### config.mk
export PLATFORM = sky130hd
export DESIGN_NAME = actuator_command_safety_gate
export DESIGN_NICKNAME = d
export VERILOG_FILES = /design/src/hdl/acsg_pkg.sv /design/src/hdl/acsg_judge.sv /design/src/hdl/actuator_command_safety_gate.sv
export SDC_FILE = /design/constraint.sdc
export NUM_CORES = 1
export LEC_CHECK = 0
export ABC_CLOCK_PERIOD_IN_PS = 5600
export BUFFER_PORTS_ARGS = -buffer_cell sky130_fd_sc_hd__buf_2
export CAP_MARGIN = 0
export CORE_ASPECT_RATIO = 0.9
export CORE_MARGIN = 3
export CORE_UTILIZATION = 30
export DETAILED_ROUTE_END_ITERATION = 16
export GPL_TIMING_DRIVEN = 0
export PLACE_DENSITY_LB_ADDON = 0.2
export SKIP_CTS_REPAIR_TIMING = 1
export SYNTH_ARGS = -nofsm -noshare
export SYNTH_HDL_FRONTEND = slang
export SYNTH_SLANG_ARGS = --single-unit
export TNS_END_PERCENT = 20
### constraint.sdc
create_clock -name clk -period 5.6 [get_ports clk]
set_input_delay 0.84 -clock clk [delete_from_list [all_inputs] [get_ports clk]]
set_output_delay 0.84 -clock clk [all_outputs]
set_load 0.005 [all_outputs]
### src/hdl/acsg_pkg.sv
// Shared types, codes and constants for the actuator command safety gate.
// No dependencies; imported by acsg_judge and actuator_command_safety_gate.
`timescale 1ns / 1ps

package acsg_pkg;

    localparam int TIME_BITS = 48;

    // Safety state codes
    localparam logic [2:0] ST_INIT      = 3'd0;
    localparam logic [2:0] ST_ACTIVE    = 3'd1;
    localparam logic [2:0] ST_WARNING   = 3'd2;
    localparam logic [2:0] ST_EMERGENCY = 3'd3;
    localparam logic [2:0] ST_FAULT     = 3'd4;
    localparam logic [2:0] ST_STOPPED   = 3'd5;

    // Sensor status codes
    localparam logic [1:0] SENS_OK      = 2'd0;
    localparam logic [1:0] SENS_STALE   = 2'd1;
    localparam logic [1:0] SENS_TIMEOUT = 2'd2;
    localparam logic [1:0] SENS_INVALID = 2'd3;

    // Direction codes
    localparam logic [1:0] DIR_STOP    = 2'd0;
    localparam logic [1:0] DIR_FORWARD = 2'd1;

    // Item kinds
    localparam logic KIND_UPDATE = 1'b0;
    localparam logic KIND_STOP   = 1'b1;

    // Full scale duty, 100.0 percent in hundredths
    localparam logic signed [15:0] DUTY_FULL = 16'sd10000;

    // Configuration register indexes
    localparam int CFG_ADDR_BITS = 4;
    localparam logic [1:0] REG_STALE_LIMIT  = 2'd0;
    localparam logic [1:0] REG_NORMAL_DUTY  = 2'd1;
    localparam logic [1:0] REG_WARNING_DUTY = 2'd2;

    localparam logic [31:0] RST_STALE_LIMIT  = 32'd100000000;
    localparam logic [13:0] RST_NORMAL_DUTY  = 14'd6000;
    localparam logic [13:0] RST_WARNING_DUTY = 14'd3000;

    typedef struct packed {
        logic                  kind;
        logic [1:0]            sensor_code;
        logic                  deadline_missed;
        logic                  command_present;
        logic [2:0]            command_state;
        logic [1:0]            command_direction;
        logic                  command_enable;
        logic signed [15:0]    command_duty;
        logic [TIME_BITS-1:0]  command_time;
        logic [TIME_BITS-1:0]  now_time;
    } item_t;

    typedef struct packed {
        logic [31:0] stale_limit_ns;
        logic [13:0] normal_duty;
        logic [13:0] warning_duty;
    } cfg_t;

    typedef struct packed {
        logic [2:0]           state;
        logic [1:0]           sensor;
        logic                 deadline;
        logic                 fault;
        logic                 stop;
        logic [TIME_BITS-1:0] status_time;
    } held_t;

endpackage

### src/hdl/acsg_judge.sv
// Combinational priority checks: next held status from one item.
// Depends on acsg_pkg.
`timescale 1ns / 1ps

module acsg_judge
(
    input  acsg_pkg::item_t item,
    input  acsg_pkg::cfg_t  cfg,
    input  acsg_pkg::held_t held,
    output acsg_pkg::held_t held_next
);
    import acsg_pkg::*;

    logic [TIME_BITS-1:0] age;
    logic                 time_bad;
    logic                 too_old;
    logic                 duty_bad;
    logic                 duty_zero;
    logic                 run_ok;
    logic [13:0]          duty_mag;

    assign age       = item.now_time - item.command_time;
    assign time_bad  = !item.command_present || (item.command_time == '0)
                       || (item.now_time == '0) || (item.now_time < item.command_time);
    assign too_old   = age > TIME_BITS'(cfg.stale_limit_ns);
    assign duty_bad  = item.command_duty[15] || (item.command_duty > DUTY_FULL);
    assign duty_zero = item.command_duty == 16'sd0;
    assign duty_mag  = item.command_duty[13:0];
    assign run_ok    = item.command_enable && (item.command_direction == DIR_FORWARD);

    always_comb
    begin
        held_next             = held;
        held_next.status_time = item.now_time;
        // Default outcome is rejection; accepted requests overwrite it
        held_next.state       = ST_FAULT;
        held_next.fault       = 1'b1;
        held_next.stop        = 1'b1;
        if (item.kind == KIND_STOP)
        begin
            held_next.state = ST_STOPPED;
        end
        else if (item.sensor_code == SENS_TIMEOUT || item.sensor_code == SENS_INVALID)
        begin
            held_next.sensor   = item.sensor_code;
            held_next.deadline = 1'b0;
        end
        else if (item.sensor_code == SENS_STALE)
        begin
            held_next.sensor = SENS_STALE;
        end
        else if (item.deadline_missed)
        begin
            held_next.deadline = 1'b1;
        end
        else
        begin
            held_next.sensor   = SENS_OK;
            held_next.deadline = 1'b0;
            if (!(time_bad || too_old || duty_bad))
            begin
                case (item.command_state)
                    ST_EMERGENCY:
                    begin
                        if (item.command_direction == DIR_STOP && duty_zero
                            && !item.command_enable)
                        begin
                            held_next.state = ST_EMERGENCY;
                            held_next.fault = 1'b0;
                        end
                    end
                    ST_STOPPED:
                    begin
                        held_next.state = ST_STOPPED;
                        held_next.fault = 1'b0;
                    end
                    ST_ACTIVE:
                    begin
                        if (run_ok && duty_mag == cfg.normal_duty)
                        begin
                            held_next.state = ST_ACTIVE;
                            held_next.fault = 1'b0;
                            held_next.stop  = 1'b0;
                        end
                    end
                    ST_WARNING:
                    begin
                        if (run_ok && duty_mag == cfg.warning_duty)
                        begin
                            held_next.state = ST_WARNING;
                            held_next.fault = 1'b0;
                            held_next.stop  = 1'b0;
                        end
                    end
                    default:
                    begin
                        held_next.state = ST_FAULT;
                    end
                endcase
            end
        end
    end

endmodule

### src/hdl/actuator_command_safety_gate.sv
// Top level of the actuator command safety gate: APB registers, input
// register, held status / result register. Depends on acsg_pkg, acsg_judge.
`timescale 1ns / 1ps

// The gate takes one transfer per clock while in_stall is low. An accepted
// item waits in the input register, where the priority checks run against
// the held status, then moves to the result register, which also holds the
// safety status that the next item is judged against. Sustained rate is one
// item per cycle; the only limit is out_stall, and a full input register
// plus a stalled result raises in_stall. Every item yields exactly one result
// reporting the status after that item. Configuration (byte addresses 0x0
// stale limit, 0x4 normal duty, 0x8 warning duty) must be written over the
// APB port while the gate is idle (not enforced); pready is always high.
module actuator_command_safety_gate
(
    input  logic                           clk,
    input  logic                           rst_n,
    // APB configuration port
    input  logic                           psel,
    input  logic                           penable,
    input  logic                           pwrite,
    input  logic [acsg_pkg::CFG_ADDR_BITS-1:0] paddr,
    input  logic [31:0]                    pwdata,
    output logic [31:0]                    prdata,
    output logic                           pready,
    // Input channel
    input  logic                           in_valid,
    output logic                           in_stall,
    input  logic                           kind,
    input  logic [1:0]                     sensor_code,
    input  logic                           deadline_missed,
    input  logic                           command_present,
    input  logic [2:0]                     command_state,
    input  logic [1:0]                     command_direction,
    input  logic                           command_enable,
    input  logic signed [15:0]             command_duty,
    input  logic [acsg_pkg::TIME_BITS-1:0] command_time,
    input  logic [acsg_pkg::TIME_BITS-1:0] now_time,
    // Result channel
    output logic                           out_valid,
    input  logic                           out_stall,
    output logic [2:0]                     gate_state,
    output logic [1:0]                     sensor_report,
    output logic                           deadline_flag,
    output logic                           fault_flag,
    output logic                           stop_flag,
    output logic                           actuator_allowed,
    output logic                           is_fault,
    output logic                           is_emergency,
    output logic [acsg_pkg::TIME_BITS-1:0] status_time
);
    import acsg_pkg::*;

    cfg_t       cfg_reg;
    item_t      item_reg;
    logic       item_valid_reg;
    held_t      held_reg;
    held_t      held_next;
    logic       out_valid_reg;
    logic       advance;
    logic       in_take;
    logic       cfg_write;
    logic [1:0] cfg_idx;

    // ---------------------------------------------------------------
    // Configuration registers
    // ---------------------------------------------------------------
    assign pready    = 1'b1;
    assign cfg_write = psel && penable && pwrite;
    assign cfg_idx   = paddr[3:2];

    always_ff @(posedge clk or negedge rst_n)
    begin
        if (!rst_n)
        begin
            cfg_reg.stale_limit_ns <= RST_STALE_LIMIT;
            cfg_reg.normal_duty    <= RST_NORMAL_DUTY;
            cfg_reg.warning_duty   <= RST_WARNING_DUTY;
        end
        else if (cfg_write)
        begin
            case (cfg_idx)
                REG_STALE_LIMIT:  cfg_reg.stale_limit_ns <= pwdata;
                REG_NORMAL_DUTY:  cfg_reg.normal_duty    <= pwdata[13:0];
                REG_WARNING_DUTY: cfg_reg.warning_duty   <= pwdata[13:0];
                default:          cfg_reg <= cfg_reg;
            endcase
        end
    end

    // Read back; unmapped addresses read zero
    always_comb
    begin
        case (cfg_idx)
            REG_STALE_LIMIT:  prdata = cfg_reg.stale_limit_ns;
            REG_NORMAL_DUTY:  prdata = {18'd0, cfg_reg.normal_duty};
            REG_WARNING_DUTY: prdata = {18'd0, cfg_reg.warning_duty};
            default:          prdata = 32'd0;
        endcase
    end

    // ---------------------------------------------------------------
    // Handshake: advance the input register into the result register
    // whenever the result register is empty or being drained.
    // ---------------------------------------------------------------
    assign advance  = item_valid_reg && (!out_valid_reg || !out_stall);
    assign in_stall = item_valid_reg && !advance;
    assign in_take  = in_valid && !in_stall;

    always_ff @(posedge clk or negedge rst_n)
    begin
        if (!rst_n)
        begin
            item_valid_reg <= 1'b0;
        end
        else if (in_take)
        begin
            item_valid_reg <= 1'b1;
        end
        else if (advance)
        begin
            item_valid_reg <= 1'b0;
        end
    end

    // Payload register needs no reset
    always_ff @(posedge clk)
    begin
        if (in_take)
        begin
            item_reg.kind              <= kind;
            item_reg.sensor_code       <= sensor_code;
            item_reg.deadline_missed   <= deadline_missed;
            item_reg.command_present   <= command_present;
            item_reg.command_state     <= command_state;
            item_reg.command_direction <= command_direction;
            item_reg.command_enable    <= command_enable;
            item_reg.command_duty      <= command_duty;
            item_reg.command_time      <= command_time;
            item_reg.now_time          <= now_time;
        end
    end

    // ---------------------------------------------------------------
    // Priority checks against the held status
    // ---------------------------------------------------------------
    acsg_judge u_judge
    (
        .item      (item_reg),
        .cfg       (cfg_reg),
        .held      (held_reg),
        .held_next (held_next)
    );

    // The held status doubles as the result register: the last result
    // always equals the status after the last item.
    always_ff @(posedge clk or negedge rst_n)
    begin
        if (!rst_n)
        begin
            held_reg.state       <= ST_INIT;
            held_reg.sensor      <= SENS_TIMEOUT;
            held_reg.deadline    <= 1'b0;
            held_reg.fault       <= 1'b0;
            held_reg.stop        <= 1'b1;
            held_reg.status_time <= '0;
            out_valid_reg        <= 1'b0;
        end
        else
        begin
            if (advance)
            begin
                held_reg      <= held_next;
                out_valid_reg <= 1'b1;
            end
            else if (!out_stall)
            begin
                out_valid_reg <= 1'b0;
            end
        end
    end

    // ---------------------------------------------------------------
    // Result fields
    // ---------------------------------------------------------------
    assign out_valid        = out_valid_reg;
    assign gate_state       = held_reg.state;
    assign sensor_report    = held_reg.sensor;
    assign deadline_flag    = held_reg.deadline;
    assign fault_flag       = held_reg.fault;
    assign stop_flag        = held_reg.stop;
    assign status_time      = held_reg.status_time;
    assign actuator_allowed = !held_reg.fault && !held_reg.stop
                              && (held_reg.state == ST_ACTIVE
                                  || held_reg.state == ST_WARNING);
    assign is_fault         = (held_reg.state == ST_FAULT) || held_reg.fault;
    assign is_emergency     = held_reg.state == ST_EMERGENCY;

    // ---------------------------------------------------------------
    // Assertions
    // ---------------------------------------------------------------
    a_stall_only_when_full: assert property (@(posedge clk) disable iff (!rst_n)
        in_stall |-> (item_valid_reg && out_valid_reg && out_stall))
        else $error("input stalled without a full pipeline");

    a_take_fills: assert property (@(posedge clk) disable iff (!rst_n)
        in_take |=> item_valid_reg)
        else $error("accepted transfer not held in input register");

    a_advance_shows: assert property (@(posedge clk) disable iff (!rst_n)
        advance |=> out_valid)
        else $error("advanced item produced no result");

    a_force_stop: assert property (@(posedge clk) disable iff (!rst_n)
        (advance && item_reg.kind == KIND_STOP) |=>
        (gate_state == ST_STOPPED && fault_flag && stop_flag))
        else $error("forced stop not reflected in result");

    a_hold_when_stalled: assert property (@(posedge clk) disable iff (!rst_n)
        (out_valid && out_stall) |=> $stable(held_reg))
        else $error("held status changed under a stalled result");

endmodule
After elaboration in Yosys (flattened, before gate mapping):

Cells that the tools add are included.

* word-level logic and storage cells: 113
* input bits: 166
* output and inout port bits: 94
* bits in registers: 241

* equal/unequal tests: 19
* mux-type cells: 27
* $lt $le $gt $ge: 3
* bitwise gates (word level): 1
* $add $sub $neg: 1
* reductions and logical operators: 41

Operators by type and width (count)
* 48-bit logical NOT: 2
* 32-bit one-hot mux with 3 select lines: 1
* 48-bit by 32-bit > comparator with 1-bit output: 1
* 48-bit < comparator: 1
* 48-bit subtractor: 1
* 14-bit == test: 2
* 3-bit two-way mux: 9
* 16-bit by 15-bit > comparator with 1-bit output, second input constant: 1
* 16-bit logical NOT: 1
* 2-bit two-way mux: 7
* 3-bit by 2-bit == test with 1-bit output, second input constant: 4
* 1-bit logical AND: 12
* 3-bit one-hot mux with 4 select lines: 1
* 1-bit logical OR: 10
* 1-bit logical NOT: 8
* 2-bit by 1-bit == test with 1-bit output, second input constant: 3
* 2-bit == test, second input constant: 3
* 3-bit by 1-bit == test with 1-bit output, second input constant: 2
* 3-bit == test, second input constant: 2
* 1-bit two-way mux: 6
* 2-bit AND reduction: 3
* 3-bit AND reduction: 2
* 5-bit two-way mux: 1
* 2-bit logical NOT: 2
* 6 further kinds: 7

Depth between registers and ports, before layout:

* word-level depth: 11
* depth in mapped cells: 22
* mapped depth without buffers: 22

By module:

Synthesis repeated with hierarchy kept, for this count alone.

* cells, all modules: 1213
* area, all modules: 13819.5 um^2

Modules (own cells, without submodules)
* actuator_command_safety_gate: area an instance 8703.3 um^2, sequential area each 6681.4 um^2, times used 1, cells each 454
* acsg_judge: area an instance 5116.2 um^2, sequential area each 0.0 um^2, times used 1, cells each 759

Least setup slack after synthesis:

OpenSTA, ideal clock, no wires.

* path type: input to register
* start point: in out_stall
* end point: reg item_reg[0] (netlist name), enable pin
* stages on the path: 2
* library setup time: 0.497 ns
* buffers on the path: 0
* arrival: 3.791 ns
* data required time: 5.103 ns
* slack: 1.312 ns
* cells stage by stage: nand3_1 -> and2_1

* longest elaborated chain between the ends: 7

Ends and longest elaborated chain
* start: declaration: line actuator_command_safety_gate.sv:41 `input logic out_stall,`
* 1-bit logical NOT
* 1-bit logical OR: line actuator_command_safety_gate.sv:106 `assign advance = item_valid_reg && (!out_valid_reg || !out_stall);`
* 1-bit logical AND: line actuator_command_safety_gate.sv:106
* 1-bit logical NOT: line actuator_command_safety_gate.sv:107 `assign in_stall = item_valid_reg && !advance;`
* 1-bit logical AND: line actuator_command_safety_gate.sv:107
* 1-bit logical NOT: line actuator_command_safety_gate.sv:108 `assign in_take = in_valid && !in_stall;`
* 1-bit logical AND: line actuator_command_safety_gate.sv:108
* named net in_take: line actuator_command_safety_gate.sv:61 `logic in_take;`
* end: declaration: line actuator_command_safety_gate.sv:55 `item_t item_reg;`

The timed path passes the listed nets, and every way through them passes these cells.
A chain may end at the register's enable or synchronous reset.

Worst setup path in the final report:

* start point: reg item_reg[23] (netlist name)
* end point: reg held_reg, in the netlist fault_flag

* longest elaborated chain between the ends: 10
* elaborated cells between the ends (all ways): 13
* classes of those cells: add/sub: 1; order compare: 2; mux: 5; reduce/logical: 5

Ends and longest elaborated chain
* parallel branches: the longest is 3 deep, another holds 48-bit subtractor
* 1-bit logical OR (*) (2 in series): line acsg_judge.sv:60 `if (!(time_bad || too_old || duty_bad))`
* 2-bit two-way mux (*): line acsg_judge.sv:60
* 2-bit two-way mux (*): line acsg_judge.sv:52 `else if (item.deadline_missed)`
* 3-bit two-way mux (*): line acsg_judge.sv:48 `else if (item.sensor_code == SENS_STALE)`
* 2-bit two-way mux (*): line acsg_judge.sv:43 `else if (item.sensor_code == SENS_TIMEOUT || item.sensor_code == SENS_INVALID)`
* 2-bit two-way mux (*): line acsg_judge.sv:39 `if (item.kind == KIND_STOP)`
* end signal: assignment: line actuator_command_safety_gate.sv:173 `held_reg <= held_next;`
* end: declaration: line actuator_command_safety_gate.sv:57 `held_t held_reg;`

Every way passes the cells marked *. The select of a mux whose other input is x is not followed.

==> run_results.csv <==
group,metric,value,unit
run_status,status,"finished, final reports clean",
floorplan,fp.coreArea,0.04333,mm^2
pwr,fin_total_pwr,5.555,mW
pwr,power.density,339.3,mW/mm^2
global_routing,grt_pass1_wl,64290,um
floorplan,die_y,205.4,um
pwr,peakVddDrop,0.2339,mV
detailed_routing,ant_nets,0,
detailed_routing,drcViolationCount,0,
placement,portBuffers,254,
cts,clk_pin_slew,60,ps
global_routing,use_met2,0.2774,
global_routing,grt_busiest_layer,"met2",
synth,yosysTopAreaCell,"edfxtp_1",
worst_setup_path,timing_worst_setup_path_type,"reg2reg",
detailed_routing,post_drt_wl_per_cell,19.28,um
sta,worst_pin_slew,964.2,ps
floorplan,initial_core_util,0.3058,
synth,ys_async_sr_fraction,0.4896,
detailed_routing,drtPass1Iterations,5,
worst_setup_path,worst_setup_path_start_kind,"flip-flop",
synth,synth_area_leaders,"edfxtp_1 (28%), dfrtp_1 (17%), ha_1 (7.6%), nand2_1 (7.1%), dfstp_2 (5.6%)",
cts,htreeDepth,1,
synth,netlist_area,0.01325,mm^2
worst_setup_path,path_max_fanout,7,
cells_and_area,final_cell_area,0.01637,mm^2
sta,period_needed,5222,ps
global_routing,first_global_vias,10810,
global_routing,grt_max_degree,77,
global_routing,overflow,0,
global_routing,met1_usage,0.2619,
sta,setup_viol,0,
pwr,switchingPower,1.707,mW
placement,hpwl,33960,um
sta,setup_tns,0,ps
cts,cts_tree,"done",
worst_setup_path,required,6050,ps
sta,hold_slack,169.4,ps
worst_setup_path,arrival,5680,ps
cells_and_area,layout_common_cells,"buf_2 (256), nand2_1 (252), edfxtp_1 (123), inv_1 (100), dfrtp_1 (90)",
job,maxCapViolations,0,
global_routing,grtUsageMet3,0.03267,
sta,hold_violations,0,
pwr,clkPwrFrac,0.355,
placement,pre_cts_slack,103.3,ps
synth,yosysSeqAreaShare,0.5042,
placement,placed_area,0.01533,mm^2
worst_setup_path,crit_start,"item_reg[23]",
sta,slew_viol_final,0,
pwr,power_frac_seq,0.416,
detailed_routing,drtIter0Drc,668,
pwr,p_leak,7.156,nW
sta,rsz0062_at_grt,"false",
synth,synth_area_per_cell,9.995,um^2
global_routing,antenna_found_initial,4,
worst_setup_path,r2r_start,"item_reg[23]",
floorplan,die_area,0.04674,mm^2
sta,clock.fmax,191.5,MHz
sta,setup_slack,378.2,ps
sta,period_share,0.9325,
synth,synth_edf_count,123,
synth,synth.top_cell.area_share,0.2787,
worst_setup_path,critPathCaptureType,"flip-flop",
sta,worst_clock_skew,7.725,ps
cells_and_area,fin_nets,1860,
synth,yosys_most_used_dff,"edfxtp_1",
floorplan,die_x,227.6,um
synth,syn-num-nets,1573,
floorplan,rows,72,
floorplan,io_pins,260,
synth,yosysUniqueCellTypes,81,
cts,cts_buffers,28,
detailed_routing,viasPerCell,4.897,
pwr,p_comb_frac,0.229,
detailed_routing,vias,10930,
global_routing,track_usage,0.1797,
pwr,swShare,0.3073,
synth,synth_warnings,0,
detailed_routing,drt-total-wl,43020,um
cells_and_area,syn_to_final_growth,23.54,%
pwr,power.internal,3.848,mW
hold_path,hp-class,"in2async",
cts,cts-root-buf,"clkbuf_16",
placement,place.gp.congestion,0.9095,
synth,ys_ff_latch,241,
cts,cts_buffer_depth,3,
cts,cts_sinks,241,
sta,relSlewSlack,0.3523,
cells_and_area,layout-drive-gt1-share,0.2379,
cells_and_area,num-fill-cells,4399,
cells_and_area,largest_reg_flops,123,
cells_and_area,layout_commonest_cell,"buf_2",
synth,synthCells,1326,
cts,insertion_delay,580,ps
==> stage by stage <==
step / utilization / instances
2_1_floorplan: - / 1326
3_3_place_gp: 0.3523 / 2172
3_5_place_dp: 0.3537 / 2174
4_1_cts: 0.3768 / 2226
5_1_grt: 0.3777 / 2228
6_report: 0.3778 / 2231
==> power by group through the flow <==
stage | clock network (mW) | logic, mW | registers [mW]
floorplan | 0 | 0.806 | 2.30
global placement | 0 | 1.24 | 2.35
detailed placement | 0 | 1.28 | 2.34
CTS | 2.04 | 1.28 | 2.31
global route | 2.09 | 1.44 | 2.34
finish | 1.97 | 1.27 | 2.31
==> cell families after synthesis <==
logic type      count (synthesis)  synth area share
compound gates                271            0.1275
xor+xnor                       69           0.04560
other cells                     1         0.0002830
fa+ha+maj                      81           0.07704
flops                         241            0.5042
buf+inv                       148           0.04305
simple gates                  471            0.1664
mux                            44           0.03597
==> final timing paths <==
kind | slack (ps) | cells after the start | endpoint
worst max-delay path | 380 | 20 | fault_flag
worst min-delay path | 170 | 1 | status_time[28]
worst max register to register | 380 | 20 | fault_flag
worst min register to register | 470 | 2 | status_time[4]
max in group asynchronous | 4610 | 2 | cfg_reg[3]
min in group clk | 440 | 1 | item_reg[11]
==> cell usage after synthesis, types with 3 or more instances <==
cell,instances
nand2_1,252
edfxtp_1,123
inv_1,100
dfrtp_1,90
ha_1,80
a21oi_1,79
o21ai_0,79
xor2_1,44
clkbuf_1,41
nor2_1,41
nor4_1,37
nand4_1,35
nor3_1,34
mux2_2,29
dfstp_2,28
xnor2_1,25
nand3_1,19
mux2i_1,15
o21ai_1,15
a21o_1,11
o211ai_1,9
o21a_1,9
o21bai_1,8
or3_1,7
a31oi_1,6
and2_1,6
nand2b_1,6
nor2b_1,6
a211o_1,5
a211oi_1,5
a21oi_2,5
nand4b_1,4
or4_1,4
and3_1,3
buf_2,3
nor3b_1,3
o31ai_1,3
==> final cells by class <==
cell class	count	area, um^2	share of cell area
Timing Repair Buffer	257	1340	0.08185
Antenna cell	4	10.01	0.0006114
Multi-Input combinational cell	937	6030	0.3683
Tap cell	592	740.7	0.04524
Buffer	48	195.2	0.01192
Clock buffer	37	754.5	0.04608
Sequential cell	241	6681	0.4081
Clock inverter	15	245.2	0.01498
Inverter	100	375.4	0.02293
==> worst max-delay path, stage by stage, from the launching register on <==
cell and delay, ps:
edfxtp_1 540, ha_1 340, clkbuf_1 260, nand4_1 240
nor3_2 310, nand3_1 180, a21oi_2 230, nor3b_2 120
o21ai_0 230, xor2_1 370, ha_1 200, nand4_1 120
nor4_2 460, nand4_1 140, a2bb2oi_1 310, nand4_1 160
nor4_2 250, o211ai_1 170, a211oi_2 220, buf_4 160
a21oi_1 70
==> per-layer routing <==
layer | vias up | share of wire
li1 | 5321 | -
met3 | 56 | 0.059
met5 | - | 0.00053
met4 | 4 | 0.024
met1 | 5233 | 0.48
met2 | 312 | 0.44
(Power assumes the default switching activity.)
